==> config.mk <==
export PLATFORM = sky130hd
export DESIGN_NAME = header_length_checksum_deframer_unit
export DESIGN_NICKNAME = d
export VERILOG_FILES = /design/src/rtl/core/hlcd_pkg.sv /design/src/rtl/core/hlcd_ram.sv /design/src/rtl/core/hlcd_dp.sv /design/src/rtl/core/hlcd_ctrl.sv /design/src/rtl/core/header_length_checksum_deframer_unit.sv
export SDC_FILE = /design/constraint.sdc
export NUM_CORES = 1
export LEC_CHECK = 0
export BUFFER_PORTS_ARGS = -buffer_cell sky130_fd_sc_hd__buf_2
export CAP_MARGIN = 0
export CORE_UTILIZATION = 29
export CTS_CLUSTER_SIZE = 28
export DETAILED_ROUTE_END_ITERATION = 7
export GPL_TIMING_DRIVEN = 0
export PLACE_DENSITY = 0.49
export SLEW_MARGIN = 40
export SYNTH_ARGS = -nofsm -noshare
export SYNTH_HDL_FRONTEND = slang
export SYNTH_SLANG_ARGS = --single-unit
==> constraint.sdc <==
create_clock -name i_clk -period 3.65 [get_ports i_clk]
set_clock_uncertainty 0.1 [all_clocks]
set_input_delay 0.5475 -clock i_clk [delete_from_list [all_inputs] [get_ports i_clk]]
set_output_delay 0.5475 -clock i_clk [all_outputs]
set_load 0.01 [all_outputs]
==> src/rtl/core/hlcd_pkg.sv <==
// ----------------------------------------------------------------------------
// hlcd_pkg
// Shared types and constants of the header/length/checksum deframer.
// ----------------------------------------------------------------------------
`default_nettype none

package hlcd_pkg;

    localparam int unsigned BYTE_W      = 8;
    localparam int unsigned INDEX_W     = 6;
    localparam int unsigned OUT_TDATA_W = 16;

    typedef struct packed {
        logic wr;
        logic hdr;
        logic len;
        logic body;
        logic emit_start;
        logic emit_next;
    } t_dp_cmd;

    typedef struct packed {
        logic is_header;
        logic len_bad;
        logic len_zero;
        logic at_end;
        logic sum_ok;
        logic emit_last;
    } t_dp_status;

endpackage

`default_nettype wire

==> src/rtl/core/hlcd_ram.sv <==
// ----------------------------------------------------------------------------
// hlcd_ram
// Generic single-write, single-read RAM with registered read data.
// ----------------------------------------------------------------------------
`default_nettype none

module hlcd_ram #(
    parameter int unsigned WIDTH = 8,
    parameter int unsigned DEPTH = 62
) (
    input  wire logic                     i_clk,
    input  wire logic                     i_wr_en,
    input  wire logic [$clog2(DEPTH)-1:0] i_wr_addr,
    input  wire logic [WIDTH-1:0]         i_wr_data,
    input  wire logic                     i_rd_en,
    input  wire logic [$clog2(DEPTH)-1:0] i_rd_addr,
    output logic      [WIDTH-1:0]         o_rd_data
);

    logic [WIDTH-1:0] r_mem [DEPTH];
    logic [WIDTH-1:0] r_rd_data;

    always_ff @(posedge i_clk) begin
        if (i_wr_en) begin
            r_mem[i_wr_addr] <= i_wr_data;
        end
        if (i_rd_en) begin
            r_rd_data <= r_mem[i_rd_addr];
        end
    end

    assign o_rd_data = r_rd_data;

endmodule

`default_nettype wire

==> src/rtl/core/hlcd_dp.sv <==
// ----------------------------------------------------------------------------
// hlcd_dp
// Deframer datapath: header register, frame position, length, running sum,
// emit index and the frame store.
// ----------------------------------------------------------------------------
`default_nettype none

module hlcd_dp #(
    parameter int unsigned MAX_CMD_BYTES = 64
) (
    input  wire logic                           i_clk,
    input  wire logic                           i_rst_n,
    input  wire logic                           i_cfg_wr_en,
    input  wire logic [hlcd_pkg::BYTE_W-1:0]    i_cfg_wr_data,
    input  wire logic [hlcd_pkg::BYTE_W-1:0]    i_rx_byte,
    input  wire hlcd_pkg::t_dp_cmd              i_cmd,
    output hlcd_pkg::t_dp_status                o_status,
    output logic      [hlcd_pkg::BYTE_W-1:0]    o_frame_byte,
    output logic      [hlcd_pkg::INDEX_W-1:0]   o_byte_index
);

    localparam int unsigned DEPTH = MAX_CMD_BYTES - 2;
    localparam int unsigned AW    = $clog2(DEPTH);
    localparam logic [hlcd_pkg::BYTE_W-1:0] LEN_MAX = hlcd_pkg::BYTE_W'(MAX_CMD_BYTES - 4);

    logic [hlcd_pkg::BYTE_W-1:0] r_header_byte;
    logic [AW-1:0]               r_pos,  n_pos;
    logic [AW-1:0]               r_end,  n_end;
    logic [hlcd_pkg::BYTE_W-1:0] r_sum,  n_sum;
    logic [AW-1:0]               r_idx,  n_idx;
    logic [AW-1:0]               wr_addr;
    logic [AW-1:0]               rd_addr;
    logic                        rd_en;

    always_comb begin
        n_pos = r_pos;
        n_end = r_end;
        n_sum = r_sum;
        n_idx = r_idx;
        if (i_cmd.hdr) begin
            n_pos = AW'(1);
            n_sum = '0;
        end
        if (i_cmd.len) begin
            n_end = i_rx_byte[AW-1:0] + AW'(1);
            n_sum = i_rx_byte;
            n_pos = AW'(2);
        end
        if (i_cmd.body) begin
            n_sum = r_sum + i_rx_byte;
            n_pos = r_pos + AW'(1);
        end
        if (i_cmd.emit_start) begin
            n_idx = '0;
        end
        if (i_cmd.emit_next) begin
            n_idx = r_idx + AW'(1);
        end
    end

    always_ff @(posedge i_clk) begin
        if (!i_rst_n) begin
            r_header_byte <= '0;
            r_pos         <= '0;
            r_end         <= '0;
            r_sum         <= '0;
            r_idx         <= '0;
        end else begin
            if (i_cfg_wr_en) begin
                r_header_byte <= i_cfg_wr_data;
            end
            r_pos <= n_pos;
            r_end <= n_end;
            r_sum <= n_sum;
            r_idx <= n_idx;
        end
    end

    assign wr_addr = i_cmd.hdr ? '0 : r_pos;
    assign rd_en   = i_cmd.emit_start | i_cmd.emit_next;
    assign rd_addr = i_cmd.emit_start ? '0 : (r_idx + AW'(1));

    hlcd_ram #(
        .WIDTH (hlcd_pkg::BYTE_W),
        .DEPTH (DEPTH)
    ) u_store (
        .i_clk     (i_clk),
        .i_wr_en   (i_cmd.wr),
        .i_wr_addr (wr_addr),
        .i_wr_data (i_rx_byte),
        .i_rd_en   (rd_en),
        .i_rd_addr (rd_addr),
        .o_rd_data (o_frame_byte)
    );

    always_comb begin
        o_status.is_header = (i_rx_byte == r_header_byte);
        o_status.len_bad   = (i_rx_byte > LEN_MAX);
        o_status.len_zero  = (i_rx_byte == '0);
        o_status.at_end    = (r_pos == r_end);
        o_status.sum_ok    = (r_sum == i_rx_byte);
        o_status.emit_last = (r_idx == r_end);
    end

    assign o_byte_index = hlcd_pkg::INDEX_W'(r_idx);

`ifndef SYNTHESIS
    a_idx_step: assert property (@(posedge i_clk) disable iff (!i_rst_n)
        i_cmd.emit_next |=> r_idx == $past(r_idx) + AW'(1))
        else $error("emit index did not advance by one");

    a_len_end: assert property (@(posedge i_clk) disable iff (!i_rst_n)
        i_cmd.len |=> r_end != '0 && r_pos == AW'(2))
        else $error("length capture left bad end or position");

    a_hdr_pos: assert property (@(posedge i_clk) disable iff (!i_rst_n)
        i_cmd.hdr |=> r_pos == AW'(1) && r_sum == '0)
        else $error("header capture left bad position or sum");
`endif

endmodule

`default_nettype wire

==> src/rtl/core/hlcd_ctrl.sv <==
// ----------------------------------------------------------------------------
// hlcd_ctrl
// Deframer controller: hunt, length, body collect and frame emit sequencing.
// ----------------------------------------------------------------------------
`default_nettype none

module hlcd_ctrl (
    input  wire logic                 i_clk,
    input  wire logic                 i_rst_n,
    input  wire logic                 i_in_valid,
    input  wire logic                 i_out_ready,
    input  wire hlcd_pkg::t_dp_status i_status,
    output hlcd_pkg::t_dp_cmd         o_cmd,
    output logic                      o_in_ready,
    output logic                      o_out_valid
);

    localparam logic [1:0] ST_HUNT = 2'd0;
    localparam logic [1:0] ST_LEN  = 2'd1;
    localparam logic [1:0] ST_BODY = 2'd2;
    localparam logic [1:0] ST_SEND = 2'd3;

    logic [1:0] r_state, n_state;
    logic       in_fire;
    logic       out_fire;

    assign o_in_ready  = (r_state != ST_SEND);
    assign o_out_valid = (r_state == ST_SEND);
    assign in_fire     = i_in_valid & o_in_ready;
    assign out_fire    = i_out_ready & o_out_valid;

    always_comb begin
        n_state = r_state;
        o_cmd   = '0;
        case (r_state)
            ST_HUNT: begin
                if (in_fire && i_status.is_header) begin
                    o_cmd.wr  = 1'b1;
                    o_cmd.hdr = 1'b1;
                    n_state   = ST_LEN;
                end
            end
            ST_LEN: begin
                if (in_fire) begin
                    if (i_status.len_bad) begin
                        n_state = ST_HUNT;
                    end else begin
                        o_cmd.wr  = 1'b1;
                        o_cmd.len = 1'b1;
                        if (i_status.len_zero) begin
                            o_cmd.emit_start = 1'b1;
                            n_state          = ST_SEND;
                        end else begin
                            n_state = ST_BODY;
                        end
                    end
                end
            end
            ST_BODY: begin
                if (in_fire) begin
                    o_cmd.wr = 1'b1;
                    if (i_status.at_end) begin
                        if (i_status.sum_ok) begin
                            o_cmd.emit_start = 1'b1;
                            n_state          = ST_SEND;
                        end else begin
                            n_state = ST_HUNT;
                        end
                    end else begin
                        o_cmd.body = 1'b1;
                    end
                end
            end
            ST_SEND: begin
                if (out_fire) begin
                    if (i_status.emit_last) begin
                        n_state = ST_HUNT;
                    end else begin
                        o_cmd.emit_next = 1'b1;
                    end
                end
            end
            default: begin
                n_state = ST_HUNT;
            end
        endcase
    end

    always_ff @(posedge i_clk) begin
        if (!i_rst_n) begin
            r_state <= ST_HUNT;
        end else begin
            r_state <= n_state;
        end
    end

`ifndef SYNTHESIS
    a_last_to_hunt: assert property (@(posedge i_clk) disable iff (!i_rst_n)
        (out_fire && i_status.emit_last) |=> r_state == ST_HUNT)
        else $error("controller did not return to hunt after last byte");

    a_send_hold: assert property (@(posedge i_clk) disable iff (!i_rst_n)
        (r_state == ST_SEND && !i_out_ready) |=> r_state == ST_SEND)
        else $error("emit abandoned while output stalled");

    a_bad_len: assert property (@(posedge i_clk) disable iff (!i_rst_n)
        (r_state == ST_LEN && in_fire && i_status.len_bad) |=> r_state == ST_HUNT)
        else $error("oversized length did not restart the hunt");
`endif

endmodule

`default_nettype wire

==> src/rtl/core/header_length_checksum_deframer_unit.sv <==
// ----------------------------------------------------------------------------
// header_length_checksum_deframer_unit
// Hunts for a header byte, reads a length byte, checks a mod-256 checksum and
// replays the validated frame one byte per output item.
//
//   channel  | dir | handshake               | payload
//   ---------+-----+-------------------------+-------------------------------
//   s_axis   | in  | tvalid / tready         | tdata[7:0] rx_byte
//   m_axis   | out | tvalid / tready / tlast | tdata[7:0] frame_byte,
//            |     |                         | tdata[13:8] byte_index
//   cfg      | in  | i_cfg_wr_en             | i_cfg_wr_data header_byte
//
// Input bytes are accepted one per cycle while a frame is collected.
// Frame replay reads the frame store one byte per cycle while the sink does
// not stall; input is held off for the whole replay.
// Output stalls freeze the replay; the output handshake sets that pace.
// Reset (synchronous, active low) returns to header hunt, header_byte 0.
// ----------------------------------------------------------------------------
`default_nettype none

module header_length_checksum_deframer_unit #(
    parameter int unsigned MAX_CMD_BYTES = 64
) (
    input  wire logic                                i_clk,
    input  wire logic                                i_rst_n,
    input  wire logic                                s_axis_tvalid,
    output logic                                     s_axis_tready,
    input  wire logic [hlcd_pkg::BYTE_W-1:0]         s_axis_tdata,  // [7:0] rx_byte
    output logic                                     m_axis_tvalid,
    input  wire logic                                m_axis_tready,
    output logic      [hlcd_pkg::OUT_TDATA_W-1:0]    m_axis_tdata,  // [7:0] frame_byte,
                                                                    // [13:8] byte_index
    output logic                                     m_axis_tlast,
    input  wire logic                                i_cfg_wr_en,
    input  wire logic [hlcd_pkg::BYTE_W-1:0]         i_cfg_wr_data
);

    hlcd_pkg::t_dp_cmd                  cmd;
    hlcd_pkg::t_dp_status               status;
    logic [hlcd_pkg::BYTE_W-1:0]        frame_byte;
    logic [hlcd_pkg::INDEX_W-1:0]       byte_index;

    hlcd_dp #(
        .MAX_CMD_BYTES (MAX_CMD_BYTES)
    ) u_dp (
        .i_clk         (i_clk),
        .i_rst_n       (i_rst_n),
        .i_cfg_wr_en   (i_cfg_wr_en),
        .i_cfg_wr_data (i_cfg_wr_data),
        .i_rx_byte     (s_axis_tdata),
        .i_cmd         (cmd),
        .o_status      (status),
        .o_frame_byte  (frame_byte),
        .o_byte_index  (byte_index)
    );

    hlcd_ctrl u_ctrl (
        .i_clk       (i_clk),
        .i_rst_n     (i_rst_n),
        .i_in_valid  (s_axis_tvalid),
        .i_out_ready (m_axis_tready),
        .i_status    (status),
        .o_cmd       (cmd),
        .o_in_ready  (s_axis_tready),
        .o_out_valid (m_axis_tvalid)
    );

    assign m_axis_tdata = {2'b00, byte_index, frame_byte};
    assign m_axis_tlast = status.emit_last;

endmodule

`default_nettype wire
==> results.sh <==
export IMPL_rsz0062_at_grt="true"
export IMPL_antenna_found_initial=6
export IMPL_cts_buffers=57
export IMPL_core_area_um2=77500
export IMPL_max_stage_delay_ps=470
export IMPL_synth_seq_cells=540
export IMPL_die_w_um=282
export IMPL_io_buffers=36
export IMPL_status="complete, but fails checks"
export IMPL_grt_pass1_vias=15600
export IMPL_synth_area_um2=22700
export IMPL_pre_cts_slack_ps=-2040
export IMPL_hold_violations=0
export IMPL_grt_pass1_wl_mm=127
export IMPL_wl_per_cell_um=33.0
export IMPL_fin_area_um2=28200
export IMPL_power_mw=13.0
export IMPL_arrival_ps=4060
export IMPL_yosysWarningCount=0
export IMPL_worst_setup_path_start_kind="flip-flop"
export IMPL_clockBufferDepth=3
export IMPL_die_h_um=282
export IMPL_dr_pass1_iters=6
export IMPL_maxCapViolCount=0
export IMPL_htreeDepth=2
export IMPL_seq_area_um2=15900
export IMPL_drv_slew=0
export IMPL_drtIter0Drc=2432
export IMPL_min_from="i_cfg_wr_data[1]"
export IMPL_worstSetupPathType="flip-flop to flip-flop"
export IMPL_setup_ws_ps=-167
export IMPL_crit_path_max_fanout=10
export IMPL_path_cells="ha_1, clkbuf_2, buf_4, buf_4, clkbuf_2, a22oi_1, o211ai_1, a31oi_1, o21ai_1, o32ai_2"
export IMPL_dpl_cell_area_um2=24600
export IMPL_p_leak_nw=8.90
export IMPL_holdPathEnd="u_dp.r_header_byte[1]"
export IMPL_place_inst=2704
export IMPL_synth_avg_cell_area_um2=14.1
export IMPL_r2r_end="u_dp.u_store.o_rd_data[5]"
export IMPL_synth_edf_count=504
export IMPL_ir_drop_mv=0.338
export IMPL_postCtsHoldBufs=0
export IMPL_ios=40
export IMPL_tightest_slew_ps=885
export IMPL_grt_max_degree=66
export IMPL_fin_crit_sh=1.05
export IMPL_worstPathRequired_ps=3890
export IMPL_syn2layout_area_growth_pct=24.2
export IMPL_dieArea_um2=79400
export IMPL_ant_nets=0
export IMPL_drt_wl_total_mm=94.1
export IMPL_rr_startpoint="u_dp.o_byte_index[1]"
export IMPL_violations="setup timing"
export IMPL_synth_distinct_cells=79
export IMPL_postSynthCellCount=1613
export IMPL_vias=16300
export IMPL_fill_cells=7406
export IMPL_final_cells=2852
export IMPL_fmax_ghz=0.262
export IMPL_final_nets=1803
export IMPL_cts_sinks=540
export IMPL_whs_ps=50.2
export IMPL_start_util=0.293
export IMPL_drc=0
export IMPL_postSynth_asyncResetShare=0
export IMPL_avgViaCountPerCell=5.73
export IMPL_hold_class="input pin to flip-flop"
export IMPL_cts_tree="built"
export IMPL_setup_viol=6
export IMPL_finalCriticalPeriod_ps=3820
export IMPL_dp_hpwl_mm=60.0
export IMPL_critical_path_endpoint_type="flip-flop"
export IMPL_power_density_nw_per_um2=460
export IMPL_slew_limit_headroom=0.406
export IMPL_gp_congestion=1.00
export IMPL_core_rowCount=102
export IMPL_grt_use_total=0.233
export IMPL_cp_slowest_cell="clkbuf_2"
export IMPL_overflow=0
export IMPL_clk_pin_slew_worst_paths_ps=60
export IMPL_clkLatencyLatePin_ps=640
export IMPL_hold_depth=3
export IMPL_worstRegToRegCells=10
export IMPL_ys_seq_area_frac=0.698
export IMPL_multiInputGateArea_um2=7190
export IMPL_synthFlopType="edfxtp_1"
export IMPL_reg2reg_slack_ps=-170
export IMPL_cts_root_buf="clkbuf_16"
export IMPL_drive_gt1_frac=0.258
-- Yosys cell counts (all sizes together) (6+ instances only) --
cell type / instances / area, um^2
a2111oi: 9 / 80.1
a211o: 7 / 61.3
a211oi: 26 / 195
a21oi: 57 / 285
a22oi: 9 / 67.6
a31oi: 25 / 156
and2: 7 / 43.8
and3: 18 / 113
buf: 44 / 244
clkbuf: 63 / 236
dfxtp: 36 / 721
edfxtp: 504 / 15100
ha: 16 / 200
inv: 14 / 52.6
mux2: 20 / 225
mux2i: 92 / 921
mux4: 10 / 225
nand2: 94 / 360
nand2b: 7 / 43.8
nand3: 64 / 320
nand4: 8 / 50.1
nor2: 136 / 513
nor2b: 18 / 113
nor3: 33 / 165
nor4: 11 / 68.8
o211ai: 23 / 173
o21a: 6 / 45.0
o21ai: 79 / 395
o221a: 9 / 101
o221ai: 13 / 120
o22ai: 30 / 188
o311ai: 6 / 52.6
o31ai: 6 / 45.0
xnor2: 22 / 193
xor2: 16 / 140
-- how the worst max path moves through the flow --
stage | start | to | cells past startpoint
finish | u_dp.o_byte_index[1] | u_dp.u_store.o_rd_data[5] | 10
global route | u_ctrl.r_state[1] | u_dp.u_store.o_rd_data[5] | 12
CTS | u_dp.r_sum[3] | u_dp.u_store.o_rd_data[1] | 13
detailed placement | s_axis_tdata[6] | u_dp.u_store.o_rd_data[2] | 12
global placement | s_axis_tdata[4] | u_dp.u_store.o_rd_data[2] | 12
floorplan | s_axis_tdata[4] | u_dp.u_store.o_rd_data[5] | 12
-- flip-flops by register name (all words and copies together) (netlist names) --
signal                  cells
u_dp.u_store.r_mem        496
u_dp.r_header_byte          8
u_dp.r_sum                  8
u_dp.u_store.o_rd_data      8
u_dp.o_byte_index           6
u_dp.r_end                  6
u_dp.r_pos                  6
u_ctrl.r_state              2
-- worst max-delay path, delay by kind of cell (launching register included) --
kind / cells / cell delay [ps]
compound gates: 5 / 1000
fa+ha+maj: 1 / 300
buf+inv: 4 / 1680
flops: 1 / 370
-- timing repair --
action | in CTS | in global routing
setup buffers | 8 | 28
setup endpoints to repair | 468 | 261
cloned | 5 | 3
resized for setup | 245 | 80
pin swaps | 23 | 25
-- layer usage --
metal | vias up | global-route usage | wire (um)
li1 | 6626 | - | -
met1 | 8371 | 0.305 | 36700
met2 | 1075 | 0.359 | 41900
met3 | 264 | 0.0587 | 10300
met4 | 8 | 0.116 | 5150
met5 | - | 0 | 107
-- metrics by stage --
stage	setup TNS, ps	utilization
global route	-128	0.364
floorplan	0	-
finish	-402	0.364
detailed placement	-508130	0.318
CTS	-10.2	0.356
global placement	-964410	0.312
-- cells in the final DEF, fill, tap and decap left out, types with 22 or more instances in the layout --
cell type    n
a31oi_1     22
buf_2       41
nor2_2      38
mux2i_1     91
buf_4       50
nand2_1     81
o22ai_1     28
o21ai_0     66
nand3_1     59
nor3_1      28
clkbuf_16   62
edfxtp_1   504
dfxtp_1     28
a21oi_1     50
clkbuf_1    25
nor2_1      83
o211ai_1    23
-- cell families after synthesis --
kind of cell             count (synthesis)  synth area share
XOR/XNOR                                38            0.0147
flip-flops                             540             0.698
AND/OR/NAND/NOR                        417            0.0859
other                                    1          0.000165
adder cells (fa/ha/maj)                 17           0.00970
multiplexers                           122            0.0604
buffers and inverters                  122            0.0236
AO/OA/AOI/OAI                          356             0.107
-- final cells by class --
cell class                      instances  share of cell area
Multi-Input combinational cell        952               0.255
Sequential cell                       540               0.562
Inverter                               15             0.00200
Clock inverter                         34              0.0119
Clock buffer                           70              0.0534
Buffer                                105              0.0326
Timing Repair Buffer                   94              0.0364
Tap cell                             1040              0.0461
Antenna cell                            2            0.000177
-- report_power, final --
group          switching [mW]  internal [mW]  total [mW]
combinational           0.212          0.108       0.320
sequential            0.00916           6.77        6.77
clock                    2.55           3.34        5.89
Note: power is estimated with default switching activity, not from simulation.
